==> config.mk <==
export PLATFORM = sky130hd
export DESIGN_NAME = sbht_mod
export DESIGN_NICKNAME = d
export VERILOG_FILES = /design/src/rtl/sorted_bucket_hash_table_unit_assert.svh /design/src/rtl/sbht_pkg.sv /design/src/rtl/sbht_mod.sv
export SDC_FILE = /design/constraint.sdc
export NUM_CORES = 1
export LEC_CHECK = 0
export ABC_CLOCK_PERIOD_IN_PS = 4000
export BUFFER_PORTS_ARGS = -buffer_cell sky130_fd_sc_hd__buf_2
export CORE_MARGIN = 5
export CORE_UTILIZATION = 58
export DETAILED_ROUTE_END_ITERATION = 12
export GPL_TIMING_DRIVEN = 0
export PLACE_DENSITY_LB_ADDON = 0.1
export RECOVER_POWER = 25
export SETUP_SLACK_MARGIN = 0.15
export SYNTH_ARGS = -nofsm -noshare
export SYNTH_HDL_FRONTEND = slang
export SYNTH_SLANG_ARGS = --single-unit
export TNS_END_PERCENT = 5
==> constraint.sdc <==
create_clock -name clock -period 4 [get_ports clock]
set_input_delay 0 -clock clock [delete_from_list [all_inputs] [get_ports clock]]
set_output_delay 0 -clock clock [all_outputs]
set_load 0.05 [all_outputs]
==> src/rtl/sorted_bucket_hash_table_unit_assert.svh <==
// Assertion macros shared by the sorted bucket hash table RTL
`ifndef SORTED_BUCKET_HASH_TABLE_UNIT_ASSERT_SVH
`define SORTED_BUCKET_HASH_TABLE_UNIT_ASSERT_SVH

// Implication checked on every rising clock edge outside reset
`define SBH_ASSERT_IMPL(label, ante, cons) \
   label: assert property (@(posedge clock) disable iff (reset) (ante) |-> (cons)) \
      else $error("assertion failed");

// Next-cycle implication checked outside reset
`define SBH_ASSERT_NEXT(label, ante, cons) \
   label: assert property (@(posedge clock) disable iff (reset) (ante) |=> (cons)) \
      else $error("assertion failed");

`endif

==> src/rtl/sbht_pkg.sv <==
// Package: shared types and constants for the sorted bucket hash table
`default_nettype none
package sbht_pkg;
   localparam int MaxBuckets = 16;
   localparam int SlotsPerBucket = 8;
   localparam int BucketBits = $clog2(MaxBuckets);
   localparam int SlotBits = $clog2(SlotsPerBucket);
   localparam int FillBits = $clog2(SlotsPerBucket + 1);
   localparam int AddrBits = BucketBits + SlotBits;
   localparam int KeyBits = 31;
   localparam int SizeBits = 5;
   localparam int CountBits = 8;

   localparam logic [1:0] OP_INSERT = 2'd0;
   localparam logic [1:0] OP_REMOVE = 2'd1;
   localparam logic [1:0] OP_SEARCH = 2'd2;

   localparam logic [1:0] ST_DONE = 2'd0;
   localparam logic [1:0] ST_MISS = 2'd1;
   localparam logic [1:0] ST_FULL = 2'd2;

   typedef enum logic [3:0] {
      S_IDLE, S_MOD, S_FILL, S_RD, S_CHK, S_SHIFT_RD, S_SHIFT_WR, S_PUT, S_OUT
   } state_type;

   // Start strobe from the controller to the modulo unit
   typedef struct packed {
      logic start;
   } mod_ctl_type;
endpackage
`default_nettype wire

==> src/rtl/sbht_mod.sv <==
// Iterative restoring modulo of a key by the table size, one bit per cycle
`default_nettype none
module sbht_mod
   import sbht_pkg::*;
(
   input  wire logic                  clock,
   input  wire logic                  reset,
   input  wire logic                  start,
   input  wire logic [KeyBits-1:0]    key,
   input  wire logic [SizeBits-1:0]   divisor,
   output logic                       done,
   output logic [BucketBits-1:0]      remainder
);
   logic [KeyBits-1:0]  key_ff, key_in;
   logic [SizeBits:0]   rem_ff, rem_in;
   logic [4:0]          cnt_ff, cnt_in;
   logic                busy_ff, busy_in;
   logic [SizeBits:0]   trial;

   always_comb begin
      key_in = key_ff;
      rem_in = rem_ff;
      cnt_in = cnt_ff;
      busy_in = busy_ff;
      trial = {rem_ff[SizeBits-1:0], key_ff[KeyBits-1]};
      if (start) begin
         key_in = key;
         rem_in = '0;
         cnt_in = 5'(KeyBits - 1);
         busy_in = 1'b1;
      end else if (busy_ff) begin
         key_in = {key_ff[KeyBits-2:0], 1'b0};
         rem_in = (trial >= {1'b0, divisor}) ? trial - {1'b0, divisor} : trial;
         if (cnt_ff == '0) busy_in = 1'b0;
         else cnt_in = cnt_ff - 5'd1;
      end
   end

   always_ff @(posedge clock) begin
      if (reset) begin
         busy_ff <= 1'b0;
         cnt_ff <= '0;
      end else begin
         busy_ff <= busy_in;
         cnt_ff <= cnt_in;
      end
      key_ff <= key_in;
      rem_ff <= rem_in;
   end

   // done pulses the cycle after the last step
   logic fin_ff;
   always_ff @(posedge clock) begin
      if (reset) fin_ff <= 1'b0;
      else fin_ff <= busy_ff && cnt_ff == '0 && !start;
   end
   assign done = fin_ff;
   assign remainder = rem_ff[BucketBits-1:0];
endmodule
`default_nettype wire

==> results of run 1 <==
-- cell type report --
type,count,area [µm²],area share
Sequential cell,43,1170,0.421
Multi-Input combinational cell,98,838,0.301
Timing Repair Buffer,74,531,0.191
Clock buffer,7,87.6,0.0315
Tap cell,46,57.6,0.0207
Buffer,9,55.1,0.0198
Inverter,10,37.5,0.0135
Clock inverter,1,6.26,0.00225
-- metal layers --
layer  vias to the layer above  global-route usage
li1                        752                   -
met1                       766               0.246
met4                         0              0.0638
met2                        54               0.383
met5                         -                   0
met3                         8              0.0531
-- how the worst min path moves through the flow --
stage,startpoint,endpoint,cells past startpoint
CTS,start,cnt_ff[2],3
global route,start,key_ff[30],2
floorplan,reset,busy_ff,1
detailed placement,reset,cnt_ff[2],2
finish,start,cnt_ff[2],3
global placement,reset,busy_ff,2
-- power by group --
part	internal (W)	switching, W	leakage [nW]	total (W)
sequential	0.000530	0.0000203	0.411	0.000551
clock	0.000145	0.000156	0.0521	0.000302
combinational	0.000105	0.000101	0.706	0.000206
total	0.000781	0.000278	1.17	0.00106
-- cells by family (layout without fill, tap and decap cells) --
family          after synthesis  count (layout)  share of synthesized area
flops                        43              43                      0.557
mux                          30              30                      0.161
simple gates                 29              29                     0.0780
compound gates               28              28                     0.0982
buf+inv                      19             101                     0.0440
fa+ha+maj                     7               7                     0.0452
xor+xnor                      4               4                     0.0167
-- state kept, by name (all words and copies together) (netlist names) --
name / flops
cnt_ff: 5
busy_ff: 1
done: 1
rem_ff: 5
key_ff: 31
-- layout by cell type (no fill, tap or decap), drive strengths merged, types with 2 or more instances in the layout --
master and n:
a21oi 10, buf 51, clkbuf 7, dfxtp 12, dlygate4sd3 32, edfxtp 31, ha 6, inv 11
mux2 30, nand2 7, nand3 4, nand3b 2, nor2 5, nor3 4, o211ai 3, o21ai 3
o31ai 2, or2 2, xor2 3
-- stage by stage --
step	power, W	hold WS [ps]	std cells	util
floorplan	0.000684	69.1	160	-
global placement	0.000724	257	248	0.694
detailed placement	0.000735	269	248	0.694
CTS	0.00105	81.9	288	0.815
global route	0.00110	114	288	0.815
finish	0.00106	87.0	288	0.815
-- Yosys cell counts (all sizes together) (2+ instances only) --
cell type / instances / area (µm²)
nand3: 4 / 20.0
nor3: 4 / 25.0
o31ai: 2 / 20.0
ha: 6 / 75.1
xor2: 3 / 26.3
nand2: 7 / 33.8
edfxtp: 31 / 931
a21oi: 10 / 50.1
buf: 9 / 55.1
mux2: 30 / 338
dfxtp: 12 / 240
or2: 2 / 12.5
inv: 10 / 37.5
nand3b: 2 / 15.0
o21ai: 3 / 15.0
nor2: 5 / 18.8
o211ai: 3 / 27.5
-- critical path, delay by kind of cell, from the launching register on --
| family | cells | cell delay [ps] |
|---|---|---|
| buf+inv | 2 | 150 |
| fa+ha+maj | 2 | 570 |
| flops | 1 | 380 |
| compound gates | 4 | 910 |
-- timing repair --
item,4_1_cts,5_1_grt
endpoints found under the hold margin,38,0
gates resized for setup,0,0
setup endpoints to repair,0,0
hold buffers,32,0
==> metrics, run 1 <==
status finished, final reports clean; Critical Path Slowest Stage Cell fa_1; Synth cell types 40; Final HPWL DP about 2800 µm; Critical Path RT ~4300 ps; post-route minimum period around 2100 ps; core area 0.00342 mm²; Worst R2R Setup Slack 1940 ps; # diodes 0; row cnt 21; GRT overflow 0; Seq/Total Area, Yosys 0.557; Post-DP Area 0.00237 mm²; max_cap viols 0; #FFs+latches synth 43; Critical Path End Type flop; Max Root-Sink Buffers 2; Max Clk Rate 0.486 GHz; Die ar. about 0.0049 mm²; H-tree depth 2; total CTS buffers 5; Worst setup SP type flop; clock-pin slew on the worst setup and hold paths 140 ps; Post-CTS Setup Inserts 0; Initial Utilization 0.615; Synth Instances 160; Sum Neg Setup Slack 0 ps; syn nets between 200 and 250; Syn-to-layout area delta 32.4%; final wirelength between 4000 and 5000 µm; FF-to-FF Start key_ff[30]; Setup violations, final 0; worst skew pair latency between 300 and 400 ps; FFs w/ async S/R, synth 0; Vias/cell ~5.5; Worst path max stage delay between 400 and 500 ps; cells along the critical path inv_1 > ha_1 > inv_1 > fa_1 > a21o_1 > o211a_4 > o31ai_2 > o221a_1; Detailed Routing Iterations Pass 1 4; Final GP Congestion ~0.88; worst min path class primary input to flop; worst reg2reg endpoint rem_ff[0]; # IOs 44; FILL cells 200; CTS tree built; initial antenna violation count 0; routed wl met3 around 240 µm; synthesized area per cell 13.1 µm²; Nets around 290; clk root buf clkbuf_4; final hold vios 0; largest net degree at the start of global routing 32; Mapped Area roughly 0.0021 mm²; most used cell, CP inv_1; Final Cycle Share 0.514; met2 wire len about 2500 µm; first-pass GRT wire length 8150 µm; Crit Path Class flop to flop; via count 1580; violation count after the first detailed-route iteration around 110; final setup margin between 1500 and 2000 ps; Pwr Density between 300 and 400 mW/mm²; crit path to rem_ff[0]; Routed Antenna Nets 0; synth warn 0; worst slack at placement 1980 ps; Least-Margin Pin Slew 1120 ps; Synth Flop Type edfxtp_1; die extent in x between 70 and 80 µm; R2R cell count 8; critical path launch point key_ff[30]; Tot GR Track Use 0.212; post-route cell area ~0.0028 mm²; met1 WL 1950 µm; Die Y between 70 and 80 µm; share of cells above drive strength 1 0.401; skew final about 8.7 ps; number of global-route vias before repair about 1700; Post-synth EDFFs 31; RSZ-0062 raised after global routing no; crit path DAT between 2000 and 2500 ps; Slew Viols, Final 0; CP Max Fanout 5; wire per inst about 17 µm; Leakage about 1.2 nW; Slew HR 0.255; Port Buffers 42; Highest Signal Layer met4; DRC viols 0; worst vdd ir ~0.00035 V; Clock Sinks 43
Note: power is estimated with default switching activity, not from simulation.
==> inputs of run 2 (changes only) <==
- ABC_AREA: unset -> 1
- ABC_CLOCK_PERIOD_IN_PS: 4000 -> 1700
- CORE_UTILIZATION: 58 -> 49
- clock period: 4 -> 1.7 ns (I/O delays scaled with it)
==> metrics, run 2 <==
placed cell count between 300 and 400; die extent in x between 70 and 80 µm; Final HPWL DP approximately 2900 µm; max_cap viols 0; Pwr Density around 840 mW/mm²; Synth area leaders edfxtp_1 (43%), nand2_1 (23%), dfxtp_1 (11%); share of cells above drive strength 1 0.282; Vias/cell around 4.6; syn nets 310; Die Y about 76 µm; CP Max Fanout 2; #FFs+latches synth 43; Leakage roughly 1.5 nW; Worst setup SP type flop; Critical Path End Type flop; Seq/Total Area, Yosys 0.543; H-tree depth 2; Synth Instances 264; total CTS buffers 5; core area 0.00432 mm²; Detailed Routing Iterations Pass 1 4; worst slack at placement -184 ps; Clock Sinks 43; wire per inst 11.6 µm; post-route minimum period about 1700 ps; post-route cell area between 0.003 and 0.004 mm²; skew final 5.18 ps; first-pass GRT wire length around 8000 µm; Crit Path Class flop to flop; clock-pin slew on the worst setup and hold paths ~80 ps; commonest cells in the netlist nand2_1 (133), edfxtp_1 (31), inv_1 (24); most frequent cells in the layout nand2_1 (128), buf_2 (47), dlygate4sd3_1 (32); Min Hold Slack 115 ps; Mapped Area 0.00216 mm²; Yosys top cell area share 0.432; Top delay family on crit path buffers and inverters; dominant cell type by area after synthesis edfxtp_1; count leader, synth nand2_1; Post-DP Area roughly 0.0024 mm²; Routed Antenna Nets 0; final setup margin roughly 2.8 ps; synthesized area per cell a little over 8 µm²; final hold vios 0; CTS tree built; Critical Path Slowest Stage Cell edfxtp_1; Max Clk Rate just under 0.6 GHz; RSZ-0062 raised after global routing yes; crit path DAT just under 2000 ps; FFs w/ async S/R, synth 0; Least-Margin Pin Slew roughly 460 ps; Final GP Congestion 0.784; Largest register FFs 31; Final Cycle Share 0.998; most used cell, CP buf_4; violation count after the first detailed-route iteration 90; worst vdd ir 0.000554 V; Non-Filler Instances around 410; Critical Path RT between 1500 and 2000 ps; Initial Utilization 0.499; Sum Neg Setup Slack 0 ps; synth warn 0; # diodes 0; DRC viols 0; GRT overflow 0; Slew HR 0.695; Post-synth EDFFs 31; Setup violations, final 0; Syn-to-layout area delta 40.4%; number of global-route vias before repair around 1900; Slew Viols, Final 0; register with the most flip-flops key_ff; worst min path class primary input to flop; Top Registers key_ff: 31 flops, cnt_ff: 5 flops, rem_ff: 5 flops; Tot GR Track Use 0.172; Worst path max stage delay approximately 350 ps; initial antenna violation count 0; Synth cell types 25; row cnt 24; most common cell after layout, fill and taps aside nand2_1; Max Root-Sink Buffers 2; via count roughly 1900; Nets roughly 400; # IOs 44; final wirelength approximately 4800 µm; cells along the critical path inv_2 > buf_6 > buf_4 > buf_4 > buf_4 > buf_4 > buf_4 > buf_4 > buf_6 > buf_6 > nand2_2 > nand3_2 > nand2_1; Die ar. ~0.0058 mm²; Port Buffers 42; clk root buf clkbuf_8; largest net degree at the start of global routing 17; status finished, final reports clean; worst skew pair latency 300 ps; CP Buf/Inv Count 10; Synth Flop Type edfxtp_1
[run 2: cell types whose count changed after synthesis, sizes merged, moves of 2 or more]
cell,before,now
nand3,4,14
mux2,30,0
clkbuf,0,2
nand2,7,134
a21oi,10,5
inv,10,28
nand3b,2,0
o31ai,2,0
nor3,4,1
xor2,3,1
o211ai,3,0
or2,2,0
nor2,5,14
[run 2: path summary, 6_finish.rpt]
| check | start | to | slack [ps] | cells past startpoint |
|---|---|---|---|---|
| worst max-delay path | key_ff[30] | rem_ff[0] | 3 | 13 |
| worst max register to register | key_ff[30] | rem_ff[0] | 3 | 13 |
| worst min register to register | cnt_ff[0] | cnt_ff[0] | 480 | 2 |
| worst min-delay path | start | busy_ff | 110 | 3 |
[run 2: cells by family (layout without fill, tap and decap cells)]
| logic type | Yosys count | count (layout) | synth area share |
|---|---|---|---|
| fa+ha+maj | 7 | 7 | 0.0441 |
| buf+inv | 40 | 138 | 0.0795 |
| compound gates | 8 | 8 | 0.0191 |
| simple gates | 164 | 164 | 0.306 |
| flops | 43 | 43 | 0.543 |
| xor+xnor | 2 | 2 | 0.00813 |
[run 2: metal layers]
layer  vias to the layer above  global-route usage  part of all wire
met1                       848               0.225              0.45
met5                         -                   0                 0
met3                         8              0.0319             0.043
met2                        35               0.282              0.49
li1                       1015                   -                 -
met4                         0              0.0647             0.017
[run 2: area by class of cell]
cell class	count	area, µm²
sequential	43	1170
inverter	29	113
tap	52	65.1
timing repair inverter	1	7.51
timing repair buffer	89	658
clock inverter	3	15.0
fill	354	1300
buffer	11	62.6
clock buffer	5	68.8
multi-input combinational	181	866
[run 2: what timing repair did]
item,in CTS,in global routing
cloned,1,0
endpoints found under the hold margin,33,0
hold buffers,32,0
pin swaps,10,11
resized for setup,16,7
buffers inserted,15,0
setup endpoints to repair,36,20
[run 2: power breakdown]
group | leakage (nW) | switching (W) | internal, W
registers | 0.417 | 0.0000491 | 0.00125
clock network | 0.0477 | 0.000349 | 0.000281
logic | 1.08 | 0.000337 | 0.000281
[run 2: tightest hold or removal path, stage by stage]
cell	delay, ps
buf_2	240
nor2_4	70
nor2_1	70
[run 2: through the flow]
step / total power, W / util
global route: 0.00269 / 0.700
finish: 0.00254 / 0.700
global placement: 0.00176 / 0.563
detailed placement: 0.00177 / 0.563
floorplan: 0.00165 / -
CTS: 0.00254 / 0.694
==> inputs of run 3 (changes only) <==
- ABC_CLOCK_PERIOD_IN_PS: 1700 -> 2100
- CORE_UTILIZATION: 49 -> 58
- clock period: 1.7 -> 2.1 ns (I/O delays scaled with it)
==> metrics, run 3 (synthesis results as in run 2) <==
Max Clk Rate between 0.5 and 0.6 GHz; Final Cycle Share 0.866; Sum Neg Setup Slack 0 ps; share of cells above drive strength 1 0.191; CP Buf/Inv Count 1; Combinational Power Share 0.213; GRT overflow 0; first-pass GRT wire length roughly 8000 µm; Clk network pwr share 0.256; final hold vios 0; Largest register FFs 31; Least-Margin Pin Slew approximately 1100 ps; Die Y 71.0 µm; Critical Path Slowest Stage Cell inv_1; storage element area approximately 0.0012 mm²; Slew Viols, Final 0; violation count after the first detailed-route iteration 85; post-route minimum period roughly 1800 ps; CP Max Fanout 31; row cnt 22; Slew HR 0.233; Setup violations, final 0; die extent in x 71.0 µm; Vias/cell between 4 and 5; Leakage about 1.4 nW; switch share 0.285; initial antenna violation count 0; P_int around 0.0014 W; Final HPWL DP 2890 µm; FILL cells ~260; final wirelength about 4800 µm; Top Registers key_ff: 31 flops, cnt_ff: 5 flops, rem_ff: 5 flops; DRC viols 0; Crit Path Class flop to flop; wire per inst 12.1 µm; via count roughly 1900; # diodes 0; worst min path class primary input to flop; area of the multi-input gates a little over 800 µm²; Worst setup SP type flop; H-tree depth 2; post-route cell area approximately 0.0028 mm²; Pwr Density between 600 and 700 mW/mm²; largest net degree at the start of global routing 32; Routed Antenna Nets 0; Max Root-Sink Buffers 2; status finished, final reports clean; Detailed Routing Iterations Pass 1 4; Post-DP Area 0.00243 mm²; Critical Path RT between 2000 and 2500 ps; Port Buffers 42; crit path DAT around 1700 ps; number of global-route vias before repair 1884; CTS tree built; switching power of the nets 0.000563 W; Syn-to-layout area delta 31.3%; cells along the critical path nor2_1 > inv_1; Worst path max stage delay between 800 and 900 ps; Top delay family on crit path buffers and inverters; # IOs 44; Critical Path End Type flop; Initial Utilization 0.593; Nets roughly 400; register with the most flip-flops key_ff; Final Core Density 0.779; most common cell after layout, fill and taps aside nand2_1; Clock Sinks between 40 and 50; clk root buf clkbuf_8; most frequent cells in the layout nand2_1 (133), buf_2 (45), dlygate4sd3_1 (32); clock-pin slew on the worst setup and hold paths about 80 ps; RSZ-0062 raised after global routing yes; total CTS buffers 5; max_cap viols 0; Final GP Congestion between 0.8 and 0.9; worst skew pair latency roughly 300 ps; Post-CTS Setup Inserts 0; Tot GR Track Use 0.200; Sequential Power Share 0.531; Die ar. 0.00504 mm²; core area 0.00363 mm²; worst vdd ir about 0.00066 V; skew final a little under 9 ps
[run 3: final timing paths]
kind                                start         end  slack [ps]  cells past startpoint
worst max register to register    busy_ff  key_ff[20]         280                      2
worst max-delay path              busy_ff  key_ff[20]         280                      2
worst min-delay path                start     busy_ff         100                      3
worst min register to register  cnt_ff[0]   cnt_ff[0]         470                      2
[run 3: tightest hold or removal path: stages]
cell	delay, ps
buf_2	220
nor2_4	70
nor2_1	70
[run 3: repair_timing]
item,in CTS,in global routing
endpoints found under the setup margin,0,32
hold endpoints to repair,33,0
hold buffers,32,0
resized for setup,0,1
[run 3: final cells by class]
class	instances	share of cell area
multi-input cells	181	0.288
well taps	48	0.0212
inverters	29	0.0385
clock inverters	3	0.00531
clock buffers	5	0.0243
flip-flops and latches	43	0.414
plain buffers	11	0.0221
repair buffers	74	0.187
[run 3: routing by layer]
| layer | GRT usage | wire length, µm | vias to the layer above |
|---|---|---|---|
| met4 | 0.0710 | 103 | 0 |
| met3 | 0.0597 | 262 | 11 |
| met2 | 0.345 | 2340 | 45 |
| met5 | 0 | 0 | - |
| met1 | 0.237 | 2050 | 860 |
| li1 | - | - | 983 |
[run 3: power groups by stage]
stage          Combinational, W  Sequential, W  Clock (W)
5_1_grt                0.000475        0.00106   0.000552
3_5_place_dp           0.000369        0.00107          0
3_3_place_gp           0.000361        0.00106          0
6_report               0.000421        0.00105   0.000507
2_1_floorplan          0.000278        0.00106          0
4_1_cts                0.000415        0.00105   0.000515
[run 3: through the flow]
stage / setup slack, ps / instances / total power, W / hold WS (ps)
finish: 281 / 394 / 0.00198 / 105
global route: 136 / 394 / 0.00209 / 128
detailed placement: 268 / 354 / 0.00144 / 194
floorplan: 501 / 264 / 0.00133 / 72.4
CTS: 243 / 394 / 0.00198 / 103
global placement: 272 / 354 / 0.00143 / 194
